===== config.mk =====
export PLATFORM = sky130hd
export DESIGN_NAME = key_debounce_click_hold_repeat
export DESIGN_NICKNAME = d
export VERILOG_FILES = /design/src/rtl/core/kdb_pkg.sv /design/src/rtl/core/kdb_front.sv /design/src/rtl/core/kdb_fifo.sv /design/src/rtl/core/kdb_back.sv /design/src/rtl/core/key_debounce_click_hold_repeat.sv
export SDC_FILE = /design/constraint.sdc
export NUM_CORES = 1
export LEC_CHECK = 0
export ABC_AREA = 1
export BUFFER_PORTS_ARGS = -buffer_cell sky130_fd_sc_hd__buf_2
export CORE_ASPECT_RATIO = 1.4
export CORE_MARGIN = 2
export CORE_UTILIZATION = 30
export CTS_BUF_LIST = sky130_fd_sc_hd__clkbuf_4
export DETAILED_ROUTE_END_ITERATION = 6
export SLEW_MARGIN = 20
export SYNTH_ARGS = -nofsm -noshare
export SYNTH_HDL_FRONTEND = slang
export SYNTH_SLANG_ARGS = --single-unit

===== constraint.sdc =====
create_clock -name clk_i -period 4.6 [get_ports clk_i]
set_input_delay 0.92 -clock clk_i [delete_from_list [all_inputs] [get_ports clk_i]]
set_output_delay 0.92 -clock clk_i [all_outputs]
set_load 0.01 [all_outputs]

===== src/rtl/core/kdb_pkg.sv =====
// key debounce package: widths, defaults, phase, event and register codes
// no dependencies; used by every module of the key debounce block but the fifo
`timescale 1ns / 1ps

package kdb_pkg;

  localparam int unsigned NUM_KEYS_DEF   = 4;
  localparam int unsigned TIMER_BITS_DEF = 16;
  localparam int unsigned QUEUE_DEPTH    = 2;
  localparam int unsigned MAX_EVENTS     = 4;

  localparam int unsigned CODE_W      = 3;
  localparam int unsigned CFG_TIMER_W = 16;
  localparam int unsigned EN_W        = 5;
  localparam int unsigned DATA_W      = 32;
  localparam int unsigned ADDR_W      = 5;
  localparam int unsigned REG_IDX_W   = 3;

  // key phase codes
  localparam logic [1:0] PH_IDLE      = 2'd0;
  localparam logic [1:0] PH_WAIT_HOLD = 2'd1;
  localparam logic [1:0] PH_REPEAT    = 2'd2;

  // event codes
  localparam logic [CODE_W-1:0] EV_CLICK   = 3'd0;
  localparam logic [CODE_W-1:0] EV_HOLD    = 3'd1;
  localparam logic [CODE_W-1:0] EV_REPEAT  = 3'd2;
  localparam logic [CODE_W-1:0] EV_RELEASE = 3'd3;
  localparam logic [CODE_W-1:0] EV_PWRUP   = 3'd4;

  // register indexes (byte address = 4 * index)
  localparam logic [REG_IDX_W-1:0] REG_DEBOUNCE = 3'd0;
  localparam logic [REG_IDX_W-1:0] REG_HOLD     = 3'd1;
  localparam logic [REG_IDX_W-1:0] REG_REPEAT   = 3'd2;
  localparam logic [REG_IDX_W-1:0] REG_ACTIVE   = 3'd3;
  localparam logic [REG_IDX_W-1:0] REG_ENABLES  = 3'd4;

  localparam logic [CFG_TIMER_W-1:0] DEBOUNCE_RST = 16'd20;
  localparam logic [CFG_TIMER_W-1:0] HOLD_RST     = 16'd1000;
  localparam logic [CFG_TIMER_W-1:0] REPEAT_RST   = 16'd200;
  localparam logic [EN_W-1:0]        ENABLES_RST  = 5'h1f;

  typedef struct packed {
    logic [CFG_TIMER_W-1:0] debounce_ticks;
    logic [CFG_TIMER_W-1:0] hold_ticks;
    logic [CFG_TIMER_W-1:0] repeat_ticks;
    logic [EN_W-1:0]        event_enables;
  } kdb_cfg_t;

endpackage


===== src/rtl/core/kdb_front.sv =====
// key debounce front: takes a tick, updates every key's debounce and hold state
// and hands the tick's gated event set to the queue; uses kdb_pkg
`timescale 1ns / 1ps

module kdb_front import kdb_pkg::*; #(
  parameter int unsigned NUM_KEYS   = NUM_KEYS_DEF,
  parameter int unsigned TIMER_BITS = TIMER_BITS_DEF
) (
  input  logic                           clk_i,
  input  logic                           rst_ni,
  input  logic                           in_valid_i,
  output logic                           in_ready_o,
  input  logic [NUM_KEYS-1:0]            pin_levels_i,
  input  kdb_cfg_t                       cfg_i,
  input  logic [NUM_KEYS-1:0]            active_levels_i,
  input  logic                           full_i,
  output logic                           push_o,
  output logic [NUM_KEYS*(CODE_W+1)-1:0] push_data_o
);

  localparam int unsigned ExtW = CFG_TIMER_W + TIMER_BITS;

  function automatic logic [TIMER_BITS-1:0] load_value(input logic [CFG_TIMER_W-1:0] v);
    logic [ExtW-1:0]       ext;
    logic [TIMER_BITS-1:0] r;
    ext = ExtW'(v);
    r   = ext[TIMER_BITS-1:0];
    return (r == '0) ? TIMER_BITS'(1) : r;
  endfunction

  logic                  primed_q, primed_d;
  logic [NUM_KEYS-1:0]   prev_q, prev_d;
  logic [NUM_KEYS-1:0]   stable_q, stable_d;
  logic [TIMER_BITS-1:0] deb_q [NUM_KEYS];
  logic [TIMER_BITS-1:0] deb_d [NUM_KEYS];
  logic [TIMER_BITS-1:0] hold_q [NUM_KEYS];
  logic [TIMER_BITS-1:0] hold_d [NUM_KEYS];
  logic [1:0]            ph_q [NUM_KEYS];
  logic [1:0]            ph_d [NUM_KEYS];
  logic [NUM_KEYS-1:0]   ev_vld;

  logic [TIMER_BITS-1:0] deb_load, hold_load, rep_load;
  logic                  accept;

  assign deb_load  = load_value(cfg_i.debounce_ticks);
  assign hold_load = load_value(cfg_i.hold_ticks);
  assign rep_load  = load_value(cfg_i.repeat_ticks);

  assign in_ready_o = !full_i;
  assign accept     = in_valid_i && in_ready_o;

  always_comb begin
    logic                  raw, pressed, lev, ev;
    logic                  active_ph;
    logic [TIMER_BITS-1:0] h1;
    logic [CODE_W-1:0]     code;
    primed_d = 1'b1;
    prev_d   = pin_levels_i;
    stable_d = stable_q;
    for (int k = 0; k < NUM_KEYS; k++) begin
      raw       = pin_levels_i[k];
      pressed   = (raw == active_levels_i[k]);
      lev       = 1'b0;
      ev        = 1'b0;
      code      = EV_CLICK;
      deb_d[k]  = deb_q[k];
      hold_d[k] = hold_q[k];
      ph_d[k]   = ph_q[k];
      active_ph = (ph_q[k] == PH_WAIT_HOLD) || (ph_q[k] == PH_REPEAT);
      h1        = '0;
      if (!primed_q) begin
        stable_d[k] = raw;
      end else begin
        if (deb_q[k] != '0) begin
          deb_d[k] = deb_q[k] - TIMER_BITS'(1);
          // debounce ends this tick: sample the pin
          if (deb_q[k] == TIMER_BITS'(1) && raw != stable_q[k]) begin
            stable_d[k] = raw;
            if (active_ph) begin
              if (!pressed) begin
                ph_d[k]   = PH_IDLE;
                hold_d[k] = '0;
                code      = EV_RELEASE;
                lev       = 1'b1;
              end
            end else if (pressed) begin
              ph_d[k]   = PH_WAIT_HOLD;
              hold_d[k] = hold_load;
              code      = EV_CLICK;
              lev       = 1'b1;
            end else begin
              ph_d[k] = PH_IDLE;
              code    = EV_PWRUP;
              lev     = 1'b1;
            end
          end
        end else if (raw != prev_q[k]) begin
          deb_d[k] = deb_load;
        end
        ev = lev;
        // hold timer runs only in an active phase on ticks without a level event
        if (!lev && active_ph) begin
          h1 = (hold_q[k] != '0) ? hold_q[k] - TIMER_BITS'(1) : '0;
          if (h1 == '0) begin
            hold_d[k] = rep_load;
            ev        = 1'b1;
            if (ph_q[k] == PH_WAIT_HOLD) begin
              ph_d[k] = PH_REPEAT;
              code    = EV_HOLD;
            end else begin
              code = EV_REPEAT;
            end
          end else begin
            hold_d[k] = h1;
          end
        end
      end
      ev_vld[k]  = ev && cfg_i.event_enables[code];
      push_data_o[k*(CODE_W+1) +: (CODE_W+1)] = {ev_vld[k], code};
    end
  end

  assign push_o = accept && primed_q && (ev_vld != '0);

  always_ff @(posedge clk_i or negedge rst_ni) begin
    if (!rst_ni) begin
      primed_q <= 1'b0;
      prev_q   <= '0;
      stable_q <= '0;
      for (int k = 0; k < NUM_KEYS; k++) begin
        deb_q[k]  <= '0;
        hold_q[k] <= '0;
        ph_q[k]   <= PH_IDLE;
      end
    end else if (accept) begin
      primed_q <= primed_d;
      prev_q   <= prev_d;
      stable_q <= stable_d;
      for (int k = 0; k < NUM_KEYS; k++) begin
        deb_q[k]  <= deb_d[k];
        hold_q[k] <= hold_d[k];
        ph_q[k]   <= ph_d[k];
      end
    end
  end

endmodule


===== src/rtl/core/kdb_fifo.sv =====
// key debounce event-set queue: small flip-flop fifo between front and back
// no package dependency
`timescale 1ns / 1ps

module kdb_fifo #(
  parameter int unsigned W     = 16,
  parameter int unsigned DEPTH = 2
) (
  input  logic         clk_i,
  input  logic         rst_ni,
  input  logic         push_i,
  input  logic [W-1:0] data_i,
  output logic         full_o,
  input  logic         pop_i,
  output logic         empty_o,
  output logic [W-1:0] data_o
);

  localparam int unsigned PtrW = (DEPTH > 1) ? $clog2(DEPTH) : 1;
  localparam int unsigned CntW = $clog2(DEPTH + 1);

  logic [W-1:0]    mem_q [DEPTH];
  logic [PtrW-1:0] wr_q, wr_d, rd_q, rd_d;
  logic [CntW-1:0] cnt_q, cnt_d;
  logic            do_push, do_pop;

  assign full_o  = (cnt_q == CntW'(DEPTH));
  assign empty_o = (cnt_q == '0);
  assign data_o  = mem_q[rd_q];
  assign do_push = push_i && !full_o;
  assign do_pop  = pop_i && !empty_o;

  always_comb begin
    wr_d  = wr_q;
    rd_d  = rd_q;
    cnt_d = cnt_q;
    if (do_push) begin
      wr_d = (wr_q == PtrW'(DEPTH - 1)) ? '0 : wr_q + PtrW'(1);
    end
    if (do_pop) begin
      rd_d = (rd_q == PtrW'(DEPTH - 1)) ? '0 : rd_q + PtrW'(1);
    end
    if (do_push && !do_pop) begin
      cnt_d = cnt_q + CntW'(1);
    end else if (do_pop && !do_push) begin
      cnt_d = cnt_q - CntW'(1);
    end
  end

  always_ff @(posedge clk_i or negedge rst_ni) begin
    if (!rst_ni) begin
      wr_q  <= '0;
      rd_q  <= '0;
      cnt_q <= '0;
    end else begin
      wr_q  <= wr_d;
      rd_q  <= rd_d;
      cnt_q <= cnt_d;
    end
  end

  always_ff @(posedge clk_i) begin
    if (do_push) begin
      mem_q[wr_q] <= data_i;
    end
  end

endmodule


===== src/rtl/core/kdb_back.sv =====
// key debounce back: walks one event set in key order and sends at most
// four events through the output register; uses kdb_pkg
`timescale 1ns / 1ps

module kdb_back import kdb_pkg::*; #(
  parameter int unsigned NUM_KEYS = NUM_KEYS_DEF,
  parameter int unsigned KEY_W    = (NUM_KEYS > 1) ? $clog2(NUM_KEYS) : 1
) (
  input  logic                           clk_i,
  input  logic                           rst_ni,
  input  logic                           empty_i,
  input  logic [NUM_KEYS*(CODE_W+1)-1:0] set_i,
  output logic                           pop_o,
  output logic                           out_valid_o,
  input  logic                           out_ready_i,
  output logic [KEY_W-1:0]               key_index_o,
  output logic [CODE_W-1:0]              event_code_o,
  output logic                           last_event_o
);

  localparam int unsigned CntW = $clog2(MAX_EVENTS);

  logic                      busy_q, busy_d;
  logic [NUM_KEYS-1:0]       mask_q, mask_d;
  logic [NUM_KEYS*CODE_W-1:0] codes_q, codes_d;
  logic [CntW-1:0]           cnt_q, cnt_d;
  logic                      out_valid_q, out_valid_d;
  logic [KEY_W-1:0]          key_q, key_d;
  logic [CODE_W-1:0]         code_q, code_d;
  logic                      last_q, last_d;

  logic [NUM_KEYS-1:0]       in_mask, rest;
  logic [NUM_KEYS*CODE_W-1:0] in_codes;
  logic [KEY_W-1:0]          idx;
  logic                      advance, emit, last, load_new;

  always_comb begin
    for (int k = 0; k < NUM_KEYS; k++) begin
      in_mask[k]                   = set_i[k*(CODE_W+1) + CODE_W];
      in_codes[k*CODE_W +: CODE_W] = set_i[k*(CODE_W+1) +: CODE_W];
    end
  end

  // lowest pending key goes first
  always_comb begin
    idx = '0;
    for (int k = NUM_KEYS - 1; k >= 0; k--) begin
      if (mask_q[k]) begin
        idx = KEY_W'(k);
      end
    end
  end

  assign rest     = mask_q & ~(NUM_KEYS'(1) << idx);
  assign last     = (cnt_q == CntW'(MAX_EVENTS - 1)) || (rest == '0);
  assign advance  = !out_valid_q || out_ready_i;
  assign emit     = advance && busy_q;
  assign load_new = !empty_i && (!busy_q || (emit && last));
  assign pop_o    = load_new;

  always_comb begin
    busy_d      = busy_q;
    mask_d      = mask_q;
    codes_d     = codes_q;
    cnt_d       = cnt_q;
    out_valid_d = out_valid_q;
    key_d       = key_q;
    code_d      = code_q;
    last_d      = last_q;
    if (emit) begin
      out_valid_d = 1'b1;
      key_d       = idx;
      code_d      = codes_q[idx*CODE_W +: CODE_W];
      last_d      = last;
      mask_d      = rest;
      cnt_d       = cnt_q + CntW'(1);
      if (last) begin
        busy_d = 1'b0;
      end
    end else if (advance) begin
      out_valid_d = 1'b0;
    end
    if (load_new) begin
      busy_d  = 1'b1;
      mask_d  = in_mask;
      codes_d = in_codes;
      cnt_d   = '0;
    end
  end

  always_ff @(posedge clk_i or negedge rst_ni) begin
    if (!rst_ni) begin
      busy_q      <= 1'b0;
      cnt_q       <= '0;
      out_valid_q <= 1'b0;
    end else begin
      busy_q      <= busy_d;
      cnt_q       <= cnt_d;
      out_valid_q <= out_valid_d;
    end
  end

  always_ff @(posedge clk_i) begin
    mask_q  <= mask_d;
    codes_q <= codes_d;
    key_q   <= key_d;
    code_q  <= code_d;
    last_q  <= last_d;
  end

  assign out_valid_o  = out_valid_q;
  assign key_index_o  = key_q;
  assign event_code_o = code_q;
  assign last_event_o = last_q;

endmodule


===== src/rtl/core/key_debounce_click_hold_repeat.sv =====
// key debounce top: register file, front, event-set queue and back; uses kdb_pkg
// path: a tick's events pass the queue, then the back's set registers, then its output register
// throughput: one tick per cycle while the queue is not full; the back sends one event
// per cycle while the receiver is ready, at most 4 events per tick; a 2-entry queue absorbs bursts
// reset: async active low, all keys idle, timers stopped, first tick primes levels
`timescale 1ns / 1ps

module key_debounce_click_hold_repeat import kdb_pkg::*; #(
  parameter int unsigned NUM_KEYS   = NUM_KEYS_DEF,
  parameter int unsigned TIMER_BITS = TIMER_BITS_DEF,
  parameter int unsigned KEY_W      = (NUM_KEYS > 1) ? $clog2(NUM_KEYS) : 1
) (
  input  logic                clk_i,
  input  logic                rst_ni,
  input  logic                psel,
  input  logic                penable,
  input  logic                pwrite,
  input  logic [ADDR_W-1:0]   paddr,
  input  logic [DATA_W-1:0]   pwdata,
  output logic [DATA_W-1:0]   prdata,
  output logic                pready,
  input  logic                in_valid_i,
  output logic                in_ready_o,
  input  logic [NUM_KEYS-1:0] pin_levels_i,
  output logic                out_valid_o,
  input  logic                out_ready_i,
  output logic [KEY_W-1:0]    key_index_o,
  output logic [CODE_W-1:0]   event_code_o,
  output logic                last_event_o
);

  localparam int unsigned SetW = NUM_KEYS * (CODE_W + 1);

  kdb_cfg_t              cfg_q;
  logic [NUM_KEYS-1:0]   active_q;
  logic [REG_IDX_W-1:0]  reg_idx;
  logic                  wr_en;

  logic                  push, full, pop, empty;
  logic [SetW-1:0]       push_data, pop_data;

  assign pready  = 1'b1;
  assign reg_idx = paddr[ADDR_W-1:2];
  assign wr_en   = psel && penable && pwrite && pready;

  always_ff @(posedge clk_i or negedge rst_ni) begin
    if (!rst_ni) begin
      cfg_q.debounce_ticks <= DEBOUNCE_RST;
      cfg_q.hold_ticks     <= HOLD_RST;
      cfg_q.repeat_ticks   <= REPEAT_RST;
      cfg_q.event_enables  <= ENABLES_RST;
      active_q             <= '0;
    end else if (wr_en) begin
      unique case (reg_idx)
        REG_DEBOUNCE: cfg_q.debounce_ticks <= pwdata[CFG_TIMER_W-1:0];
        REG_HOLD:     cfg_q.hold_ticks     <= pwdata[CFG_TIMER_W-1:0];
        REG_REPEAT:   cfg_q.repeat_ticks   <= pwdata[CFG_TIMER_W-1:0];
        REG_ACTIVE:   active_q             <= pwdata[NUM_KEYS-1:0];
        REG_ENABLES:  cfg_q.event_enables  <= pwdata[EN_W-1:0];
        default: ;
      endcase
    end
  end

  always_comb begin
    unique case (reg_idx)
      REG_DEBOUNCE: prdata = DATA_W'(cfg_q.debounce_ticks);
      REG_HOLD:     prdata = DATA_W'(cfg_q.hold_ticks);
      REG_REPEAT:   prdata = DATA_W'(cfg_q.repeat_ticks);
      REG_ACTIVE:   prdata = DATA_W'(active_q);
      REG_ENABLES:  prdata = DATA_W'(cfg_q.event_enables);
      default:      prdata = '0;
    endcase
  end

  kdb_front #(
    .NUM_KEYS  (NUM_KEYS),
    .TIMER_BITS(TIMER_BITS)
  ) u_front (
    .clk_i          (clk_i),
    .rst_ni         (rst_ni),
    .in_valid_i     (in_valid_i),
    .in_ready_o     (in_ready_o),
    .pin_levels_i   (pin_levels_i),
    .cfg_i          (cfg_q),
    .active_levels_i(active_q),
    .full_i         (full),
    .push_o         (push),
    .push_data_o    (push_data)
  );

  kdb_fifo #(
    .W    (SetW),
    .DEPTH(QUEUE_DEPTH)
  ) u_fifo (
    .clk_i  (clk_i),
    .rst_ni (rst_ni),
    .push_i (push),
    .data_i (push_data),
    .full_o (full),
    .pop_i  (pop),
    .empty_o(empty),
    .data_o (pop_data)
  );

  kdb_back #(
    .NUM_KEYS(NUM_KEYS),
    .KEY_W   (KEY_W)
  ) u_back (
    .clk_i       (clk_i),
    .rst_ni      (rst_ni),
    .empty_i     (empty),
    .set_i       (pop_data),
    .pop_o       (pop),
    .out_valid_o (out_valid_o),
    .out_ready_i (out_ready_i),
    .key_index_o (key_index_o),
    .event_code_o(event_code_o),
    .last_event_o(last_event_o)
  );

endmodule


==> results of run 1 <==
[sequential cells by signal, indices dropped and copies added (netlist names), 3 cells and up]
| register | flops |
|---|---|
| u_back.codes_q | 12 |
| u_front.ph_q | 8 |
| cfg_q | 53 |
| u_front.deb_q | 64 |
| u_front.prev_q | 4 |
| u_front.hold_q | 64 |
| u_fifo.mem_q | 32 |
| u_front.stable_q | 4 |
| u_back.mask_q | 4 |
| active_q | 4 |
| u_back.event_code_o | 3 |
[worst min path at each step]
stage | startpoint | to | slack [ns] | cells after the start
floorplan | u_fifo.cnt_q[0]$_DFFE_PN0P_ | u_fifo.cnt_q[0]$_DFFE_PN0P_ | 0.45 | 1
global placement | u_back.busy_q$_DFFE_PN0P_ | u_back.out_valid_o$_DFFE_PN0P_ | 0.46 | 2
detailed placement | u_fifo.cnt_q[0]$_DFFE_PN0P_ | u_fifo.cnt_q[0]$_DFFE_PN0P_ | 0.46 | 1
CTS | rst_ni | u_front.hold_q[21]$_DFFE_PN0P_ | 0.24 | 1
global route | rst_ni | u_front.hold_q[33]$_DFFE_PN0P_ | 0.27 | 1
finish | rst_ni | u_front.hold_q[21]$_DFFE_PN0P_ | 0.23 | 1
[layout make-up]
cell class	instances	area share
Multi-Input combinational cell	1649	0.4435
Sequential cell	264	0.3718
Inverter	301	0.06091
Tap cell	728	0.04911
Clock buffer	101	0.04088
Timing Repair Buffer	76	0.02482
Clock inverter	23	0.008297
Antenna cell	5	0.0006745
[logic make-up after synthesis]
logic type      after synthesis  share of synthesized area
compound gates              522                     0.1827
xor+xnor                     36                    0.01899
fa+ha+maj                    18                    0.01357
simple gates               1055                     0.2748
flops                       264                     0.4154
mux                           1                  0.0006782
buf+inv                     386                    0.09338
other cells                   2                  0.0004524
[power by group through the flow]
stage | logic (W) | registers, W | clock network, W
2_1_floorplan | 0.00275 | 0.00366 | 0
3_3_place_gp | 0.00358 | 0.00396 | 0
3_5_place_dp | 0.00366 | 0.00397 | 0
4_1_cts | 0.00368 | 0.00394 | 0.00225
5_1_grt | 0.00421 | 0.00403 | 0.00236
6_report | 0.00369 | 0.00395 | 0.00218
[metal layers]
layer  global-route usage  vias up
li1                     -     7816
met1               0.2203     7639
met2               0.3426      604
met3              0.03456      152
met4               0.1172        0
met5                    0        -
[cell usage in the layout, fill, tap and decap left out, drive strengths merged, types with 5 or more instances in the layout]
master | netlist | final
diode | 0 | 5
inv | 299 | 301
ha | 18 | 18
o211ai | 20 | 20
dfstp | 16 | 16
nand2 | 574 | 574
o22ai | 12 | 12
nor2 | 226 | 226
xnor2 | 11 | 11
and3 | 5 | 5
xor2 | 25 | 25
nor3 | 39 | 39
clkinv | 2 | 18
edfxtp | 54 | 54
clkbuf | 53 | 101
o311ai | 5 | 5
a22o | 5 | 5
buf | 32 | 76
nand3 | 157 | 157
a31oi | 8 | 8
nand4 | 31 | 31
a21oi | 109 | 109
o21ai | 258 | 258
nor4 | 16 | 16
a22oi | 68 | 68
dfrtp | 194 | 194
conb | 2 | 17
o221ai | 10 | 10
[per-stage QoR]
stage	area [µm²]	hold slack, ns	worst slack [ns]	utilization
after CTS	18530	0.2415	0.5002	0.3369
after floorplan	16660	0.4458	1.235	-
after global routing	18540	0.2732	0.1191	0.3371
after global placement	17620	0.4573	0.5517	0.3203
after detailed placement	17620	0.4632	0.5191	0.3203
final	18550	0.2336	0.4966	0.3372
==> impl_metrics.toml, run 1 <==
[status]
run_status = "complete, no violations"

[power_and_ir_drop]
design_power_total_w = 0.009826
seq_power_share = 0.402
power.density_nw_per_um2 = 529.7
power_leakage_nw = 8.408
power.share.clock = 0.222
p_int_w = 0.005519
combPwrFrac = 0.376
switching_share = 0.4383
ir_worst_vdd_v = 0.0002504
p_sw_w = 0.004307

[sta]
worst_clock_skew_ns = 0.05654
finalHoldViolations = 0
final_min_period_over_clock_period = 0.8920
final-setup-viol-count = 0
slew_violations = 0
fin_setup_tns_ns = 0
grt_setup_unrepaired = "no"
slew_headroom = 0.3555
fmax_mhz = 243.7
layout_min_cycle_time_ns = 4.103
max_slew.worst_pin.slew_ns = 0.9644

[global_routing]
track_usage = 0.1948
grt_antenna_before_repair = 2
vias_in_the_first_global_route = 15700
overflow = 0
grt_start_max_net_pins = 108
first_pass_grt_wire_length_um = 86450

[cells_and_area]
share_of_post_route_cells_with_drive_strength_above_1 = 0.1123
areaGrowthSynthToFinish_pct = 11.73
area.sequential_um2 = 6897
final_cell_count_no_fill = 3147
multi_input_comb_area_um2 = 8227
fillers = 5844
layout.nets = 2428

[cts]
clkSinkCount = 264
tritoncts.num_buffers = 70
clkSlewWorstSetupHoldPaths_ns = 0.07
cts_resized = 0
cts_tree = "built"
htreeDepth = 3
clock_latency_on_the_worst_skew_pair_ns = 0.81
ctsRootBufferMaster = "sky130_fd_sc_hd__clkbuf_4"
cts-root-to-sink-buffers = 3
cts_hold_buf = 0
postCtsSetupRepairBufs = 0

[setup_path]
worst_ep_required_time_ns = 5.25
r2r_start = "u_front.hold_q[16]$_DFFE_PN0P_"
critical_path.most_common_cell = "sky130_fd_sc_hd__nand2_1"
crit_path_cell_trace = "inv_1 -> ha_1 -> nand3_2 -> nor2_2 -> nand2_2 -> o21ai_0 -> nand2_1 -> nor3_2 -> nand4_1 -> nand2_1 -> nand2_1 -> nand2_1 -> nand3_1 -> nand2_1 -> nand2_1 -> nand2_1 -> nand3_1 -> o21ai_2 -> inv_1 -> ha_1 -> a21oi_1 -> o21ai_0 -> xor2_1"
worst_setup_path_start_kind = "flop"
cp.depth = 23
worstPathBufferInverterCount = 2
timing_worst_setup_path_type = "reg2reg"
timing.critical_path.to_type = "flop"
critical_path.endpoint = "u_fifo.cnt_q[1]$_DFFE_PN0P_"
setup.worst_path.start = "u_front.hold_q[16]$_DFFE_PN0P_"
ff2ff_path_depth = 23
timing.critical_path.slowest_cell_delay_ns = 0.38
worst-endpoint-arrival_ns = 4.75
cp_slowest_cell = "sky130_fd_sc_hd__dfrtp_1"
worst_reg2reg_setup_slack_ns = 0.50
cp_max_fo = 17
path_delay_family = "simple AND/OR/NAND/NOR gates"
critical_path.reg2reg.endpoint = "u_fifo.cnt_q[1]$_DFFE_PN0P_"

[routing]
route.top_layer_used = "met4"
drc = 0
wl_met2_um = 27540
firstDrtPassIters = 6
via_count = 16210
detail_route.wirelength.met1_um = 21800
drt-wirelength-per-cell_um = 17.77
routed_wl_um = 55920
dr.first_iter.drc_count = 1233
drt-vias-per-instance = 5.151
met3RoutedLength_um = 3297
detail_route_antenna_nets = 0

[logic_synthesis]
synth-main-ff-cell = "sky130_fd_sc_hd__dfrtp_1"
syn-mean-instance-area_um2 = 7.269
synth.top_cell.area_share = 0.2924
synth-async-reset-ratio = 0.7955
yosys-top-cells-area = "sky130_fd_sc_hd__dfrtp_1 (29%), sky130_fd_sc_hd__nand2_1 (13%), sky130_fd_sc_hd__edfxtp_1 (9.8%)"
synth_area_um2 = 16600
yosysWarnings = 0
synth-edff-count = 54
synth.lib_cells_used.distinct = 64
post-synth-top-count-cell = "sky130_fd_sc_hd__nand2_1"
netlist_instances = 2284
synth_top_cells_by_count = "sky130_fd_sc_hd__nand2_1 (558), sky130_fd_sc_hd__inv_1 (297), sky130_fd_sc_hd__o21ai_0 (252)"
synth_largest_area_cell = "sky130_fd_sc_hd__dfrtp_1"
seq_area_frac_synth = 0.4154
synth.ff_latch_count = 264

[run]
cap_violations = 0

[die]
ioPinCount = 89
core-area_um2 = 55010
num_rows = 102
initial_core_util = 0.3018
die_area_um2 = 57270
die_x_extent_um = 202.8
fp.dieH_um = 282.3

[worst_hold_path]
min-delay-path-class = "in2async"

[place]
hpwlAfterDp_um = 40520
post-place-cells = 3018
routabilityCongestion = 0.9140
buffer_ports.inserted = 53
Power figures use the tool's default switching activity.
==> run 2, diff against run 1 <==
CORE_UTILIZATION = 50   (was 30)
PLACE_DENSITY = 0.67   (was default)
==> run 2 against run 1 <==
First-iteration DRC count down 0.81%. Flip-flop and latch count unchanged. Worst hold slack worse by 0.0070 ns. Largest power group unchanged.
==> impl_metrics.toml, run 2 (synthesis gave the netlist of run 1 again) <==
[cells_and_area]
mostFrequentLayoutCells = "sky130_fd_sc_hd__nand2_1 (556), sky130_fd_sc_hd__inv_1 (297), sky130_fd_sc_hd__o21ai_0 (252)"
reg_top3 = "u_front.deb_q x64, u_front.hold_q x64, cfg_q x53"
multi_input_comb_area_um2 = 8224
area.sequential_um2 = 6897
layout.cells.most_common = "sky130_fd_sc_hd__nand2_1"
areaGrowthSynthToFinish_pct = 9.413
fillers = 3244
layout.nets = 2431
final_cell_count_no_fill = 2865
share_of_post_route_cells_with_drive_strength_above_1 = 0.1120

[setup_path]
critical_path.reg2reg.endpoint = "u_fifo.cnt_q[1]$_DFFE_PN0P_"
worst_reg2reg_setup_slack_ns = 0.47
worst-endpoint-arrival_ns = 4.77
worst_setup_path_start_kind = "flop"
cp_slowest_cell = "sky130_fd_sc_hd__nor2_1"
timing.critical_path.to_type = "flop"
crit_path_cell_trace = "inv_1 -> ha_1 -> nand3_1 -> nor2_2 -> nand2_2 -> nand3_1 -> nand2_1 -> nor2_1 -> nand4_1 -> nand2_1 -> nand2_1 -> nand2_1 -> nand3_1 -> nand2_1 -> nand2_1 -> nand2_1 -> nand3_1 -> o21ai_2 -> inv_1 -> ha_1 -> a21oi_1 -> o21ai_0 -> xor2_1"
cp_max_fo = 18
timing_worst_setup_path_type = "reg2reg"
worst_ep_required_time_ns = 5.24
r2r_start = "u_front.hold_q[32]$_DFFE_PN0P_"
ff2ff_path_depth = 23
timing.critical_path.slowest_cell_delay_ns = 0.42
critical_path.most_common_cell = "sky130_fd_sc_hd__nand2_1"

[sta]
fin_setup_tns_ns = 0
final_min_period_over_clock_period = 0.8971
layout_min_cycle_time_ns = 4.127
grt_setup_unrepaired = "no"
max_slew.worst_pin.slew_ns = 0.9679
finalHoldViolations = 0
final-setup-viol-count = 0
fmax_mhz = 242.3
slew_violations = 0
worst_clock_skew_ns = 0.05431
slew_headroom = 0.3532
timing.hold.ws_ns = 0.2266

[routing]
drt-vias-per-instance = 5.696
routed_wl_um = 53270
detail_route_antenna_nets = 0
drc = 0
dr.first_iter.drc_count = 1223
firstDrtPassIters = 5
drt-wirelength-per-cell_um = 18.59
via_count = 16320

[global_routing]
vias_in_the_first_global_route = 15550
grt_start_max_net_pins = 112
first_pass_grt_wire_length_um = 83080
overflow = 0
grt_antenna_before_repair = 1
track_usage = 0.3120

[power_and_ir_drop]
ir_worst_vdd_v = 0.0003051
power_leakage_nw = 8.400
power.density_nw_per_um2 = 531.7
design_power_total_w = 0.009659

[die]
fp.dieH_um = 219.6
die_area_um2 = 34700
initial_core_util = 0.5029
die_x_extent_um = 158.0
num_rows = 79
core-area_um2 = 33010
ioPinCount = 89

[place]
buffer_ports.inserted = 53
post-place-cells = 2739
routabilityCongestion = 0.9364
hpwlAfterDp_um = 38360

[cts]
clkSinkCount = 264
htreeDepth = 3
cts_hold_buf = 0
clkSlewWorstSetupHoldPaths_ns = 0.08
postCtsSetupRepairBufs = 0
ctsRootBufferMaster = "sky130_fd_sc_hd__clkbuf_4"
tritoncts.num_buffers = 69
clock_latency_on_the_worst_skew_pair_ns = 0.79
cts_tree = "built"
cts-root-to-sink-buffers = 3
cts_resized = 0

[status]
run_status = "complete, no violations"

[worst_hold_path]
min-delay-path-class = "in2async"

[run]
cap_violations = 0
run 2: cell types whose count changed in the layout (fill, tap and decap cells not counted), sizes merged:
| cell | previous run | this run |
|---|---|---|
| inv | 301 | 302 |
| diode | 5 | 1 |
| clkbuf | 101 | 95 |
| clkinv | 18 | 26 |
| bufinv | 2 | 0 |
| buf | 76 | 80 |
run 2: per-stage QoR:
stage | utilization | cell area [µm²] | setup slack [ns]
6_report | 0.5502 | 18160 | 0.4733
5_1_grt | 0.5502 | 18160 | 0.2522
4_1_cts | 0.5500 | 18160 | 0.5661
3_5_place_dp | 0.5238 | 17290 | 0.5616
3_3_place_gp | 0.5238 | 17290 | 0.6440
2_1_floorplan | - | 16660 | 1.235
run 2: how the worst max path moves through the flow:
stage                                               from  depth (start not counted)                            to  slack [ns]
after floorplan                          pin_levels_i[3]                         15  u_fifo.mem_q[1][0]$_DFFE_PP_        1.23
after global placement    u_front.hold_q[32]$_DFFE_PN0P_                         23   u_fifo.cnt_q[1]$_DFFE_PN0P_        0.64
after detailed placement  u_front.hold_q[32]$_DFFE_PN0P_                         23   u_fifo.cnt_q[1]$_DFFE_PN0P_        0.56
after CTS                 u_front.hold_q[32]$_DFFE_PN0P_                         23   u_fifo.cnt_q[1]$_DFFE_PN0P_        0.57
after global routing      u_front.hold_q[32]$_DFFE_PN0P_                         23   u_fifo.cnt_q[1]$_DFFE_PN0P_        0.25
final                     u_front.hold_q[32]$_DFFE_PN0P_                         23   u_fifo.cnt_q[1]$_DFFE_PN0P_        0.47
run 2: layout make-up:
type                            count  share of cell area
Multi-Input combinational cell   1649              0.4527
Antenna cell                        1           0.0001378
Sequential cell                   264              0.3797
Clock inverter                     30            0.008334
Inverter                          301             0.06220
Tap cell                          445             0.03065
Timing Repair Buffer               80             0.02700
Clock buffer                       95             0.03926
run 2: power breakdown:
| group | switching [W] | internal (W) | leakage (nW) |
|---|---|---|---|
| Sequential | 0.000782 | 0.00316 | 3.06 |
| Clock | 0.00107 | 0.000981 | 0.505 |
| Combinational | 0.00243 | 0.00124 | 4.83 |
run 2: routing by layer:
metal  share of wire  global-route usage
met5               0                   0
met4           0.059              0.1898
met3           0.072             0.04759
met2            0.48              0.5209
met1            0.39              0.3786
run 2: worst max-delay path, delay by kind of cell, from the launching register on:
family	cells	cell delay, ns
AOI/OAI and AO/OA	3	0.42
xor gates and xnor gates	1	0.15
adders and majority gates	2	0.55
buffers and inverters	2	0.24
DFF	1	0.36
and+or+nand+nor	15	2.27
==> run 3, diff against run 2 <==
CELL_PAD_IN_SITES_DETAIL_PLACEMENT = 1   (was default)
CELL_PAD_IN_SITES_GLOBAL_PLACEMENT = 1   (was default)
CORE_UTILIZATION = 47   (was 50)
PLACE_DENSITY = default   (was 0.67)
PLACE_DENSITY_LB_ADDON = 0.1   (was default)
==> run 3 against run 2 <==
The run now ends with DRC left. Worst hold slack got worse by 0.051 ns. Worst setup slack got worse by 0.23 ns. Die area rose by 6.2%. Power rose by 4.1%. Design area rose by 0.43%. Maximum frequency fell by 5.3%. Sequential power barely moved. Cell count rose by 0.59%. Combinational power rose by 5%. Register-to-register slack got worse by 0.23 ns. Core utilization fell by 2.7 points.
==> impl_metrics.toml, run 3 (synthesis gave the netlist of run 1 again) <==
[status]
run_status = "finished, violations left"
failing_checks = "DRC"

[power_and_ir_drop]
power.density_nw_per_um2 = 551.3
ir_worst_vdd_v = 0.0003014
switching_share = 0.4490
power_leakage_nw = 8.440
p_int_w = 0.005541
power.share.clock = 0.223
combPwrFrac = 0.384
design_power_total_w = 0.01006
p_sw_w = 0.004515
seq_power_share = 0.393

[global_routing]
overflow = 0
grt_start_max_net_pins = 107
grt_antenna_before_repair = 5
first_pass_grt_wire_length_um = 95520
track_usage = 0.3371
vias_in_the_first_global_route = 17560

[cells_and_area]
fillers = 4583
mostFrequentLayoutCells = "sky130_fd_sc_hd__nand2_1 (556), sky130_fd_sc_hd__inv_1 (297), sky130_fd_sc_hd__o21ai_0 (252)"
share_of_post_route_cells_with_drive_strength_above_1 = 0.1118
layout.nets = 2435
stdcell_area_um2 = 18240
final_cell_count_no_fill = 2882
areaGrowthSynthToFinish_pct = 9.880
layout.cells.most_common = "sky130_fd_sc_hd__nand2_1"
reg_top3 = "u_front.deb_q x64, u_front.hold_q x64, cfg_q x53"

[sta]
final_min_period_over_clock_period = 0.9470
slew_violations = 0
slew_headroom = 0.3164
max_slew.worst_pin.slew_ns = 1.023
final-setup-viol-count = 0
grt_setup_unrepaired = "no"
layout_min_cycle_time_ns = 4.356
worst_clock_skew_ns = 0.06714
fin_setup_tns_ns = 0
finalHoldViolations = 0
fmax_mhz = 229.6

[routing]
via_count = 16860
firstDrtPassIters = 7
drc = 3
routed_wl_um = 60950
detail_route_antenna_nets = 0
drt-vias-per-instance = 5.849
drt-wirelength-per-cell_um = 21.15
dr.first_iter.drc_count = 1004

[cts]
htreeDepth = 3
cts-root-to-sink-buffers = 3
tritoncts.num_buffers = 72
clkSinkCount = 264
cts_resized = 0
postCtsSetupRepairBufs = 0
clock_latency_on_the_worst_skew_pair_ns = 0.81
ctsRootBufferMaster = "sky130_fd_sc_hd__clkbuf_4"
clkSlewWorstSetupHoldPaths_ns = 0.08
cts_hold_buf = 0
cts_tree = "built"

[setup_path]
worst_ep_required_time_ns = 5.25
timing.critical_path.to_type = "flop"
crit_path_cell_trace = "inv_1 -> ha_1 -> nand3_2 -> nor2_2 -> nand2_2 -> nand3_1 -> nand2_1 -> nor2_1 -> nand4_1 -> nand2_1 -> nand2_1 -> nand2_1 -> nand3_1 -> nand2_1 -> nand2_1 -> nand2_1 -> nand3_1 -> o21ai_2 -> inv_1 -> ha_1 -> a21oi_1 -> o21ai_0 -> xor2_1"
worstPathBufferInverterCount = 2
timing_worst_setup_path_type = "reg2reg"
worst_setup_path_start_kind = "flop"
worst-endpoint-arrival_ns = 5.01
cp_max_fo = 17
critical_path.most_common_cell = "sky130_fd_sc_hd__nand2_1"
cp_slowest_cell = "sky130_fd_sc_hd__dfrtp_1"
path_delay_family = "simple AND/OR/NAND/NOR gates"
timing.critical_path.slowest_cell_delay_ns = 0.38

[die]
die_area_um2 = 36860
initial_core_util = 0.4762
fp.dieH_um = 226.4
ioPinCount = 89
die_x_extent_um = 162.8
core-area_um2 = 34860
num_rows = 81

[place]
placedInstanceArea_um2 = 17300
post-place-cells = 2751
routabilityCongestion = 0.9267
hpwlAfterDp_um = 44870
buffer_ports.inserted = 53

[worst_hold_path]
min-delay-path-class = "in2async"

[run]
cap_violations = 0
## run 3: cell types whose count changed in the layout (fill, tap and decap cells not counted), moves of 2 or more
cell and change:
sky130_fd_sc_hd__clkinv_1 +4, sky130_fd_sc_hd__inv_6 -3, sky130_fd_sc_hd__clkinv_2 -2, sky130_fd_sc_hd__inv_2 +3
sky130_fd_sc_hd__diode_2 +2, sky130_fd_sc_hd__bufinv_16 +3, sky130_fd_sc_hd__buf_4 +2, sky130_fd_sc_hd__clkinvlp_4 -2
## run 3: worst register-to-register path: cells and delay by family, from the launching register on
kind	cells	cell delay, ns
AOI/OAI and AO/OA	3	0.51
xor gates and xnor gates	1	0.17
adders and majority gates	2	0.60
buffers and inverters	2	0.27
DFF	1	0.38
and+or+nand+nor	15	2.26
## run 3: per-layer routing
metal / share of wire / routed length (µm) / GRT usage / up-vias
li1: - / - / - / 7831
met1: 0.39 / 23730 / 0.3842 / 8310
met2: 0.49 / 29820 / 0.5839 / 520
met3: 0.059 / 3622 / 0.07024 / 193
met4: 0.062 / 3754 / 0.1938 / 4
met5: 0.00046 / 28 / 0 / -
## run 3: cell type report
type | instances | area (µm²) | share of cell area
diodes | 3 | 7.507 | 0.0004115
inverters | 301 | 1130 | 0.06193
clock inverters | 32 | 207.7 | 0.01139
multi-input cells | 1649 | 8224 | 0.4508
clock buffers | 96 | 720.7 | 0.03951
well taps | 456 | 570.5 | 0.03128
repair buffers | 81 | 485.5 | 0.02661
flip-flops and latches | 264 | 6897 | 0.3781
## run 3: path summary, 6_finish.rpt
path | from | end | slack, ns | depth (start not counted)
hold reg to reg | u_back.busy_q$_DFFE_PN0P_ | u_back.out_valid_o$_DFFE_PN0P_ | 0.48 | 2
hold / removal | rst_ni | u_front.deb_q[42]$_DFFE_PN0P_ | 0.18 | 1
max in group asynchronous | rst_ni | u_front.deb_q[10]$_DFFE_PN0P_ | 3.36 | 2
setup / recovery | u_front.hold_q[16]$_DFFE_PN0P_ | u_fifo.cnt_q[1]$_DFFE_PN0P_ | 0.24 | 23
min in group clk_i | out_ready_i | u_back.out_valid_o$_DFFE_PN0P_ | 0.40 | 4
setup reg to reg | u_front.hold_q[16]$_DFFE_PN0P_ | u_fifo.cnt_q[1]$_DFFE_PN0P_ | 0.24 | 23
## run 3: power groups by stage
| stage | registers (W) | clock network (W) | logic [W] |
|---|---|---|---|
| 2_1_floorplan | 0.00366 | 0 | 0.00275 |
| 3_3_place_gp | 0.00393 | 0 | 0.00360 |
| 3_5_place_dp | 0.00396 | 0 | 0.00380 |
| 4_1_cts | 0.00392 | 0.00228 | 0.00385 |
| 5_1_grt | 0.00403 | 0.00240 | 0.00435 |
| 6_report | 0.00395 | 0.00224 | 0.00386 |
## run 3: through the flow
stage / util / hold WS [ns] / setup WS, ns
finish: 0.5233 / 0.1758 / 0.2440
detailed placement: 0.4963 / 0.4735 / 0.3812
global route: 0.5232 / 0.2165 / 0.01420
global placement: 0.4963 / 0.4544 / 0.6707
floorplan: - / 0.4458 / 1.235
CTS: 0.5229 / 0.1861 / 0.3554
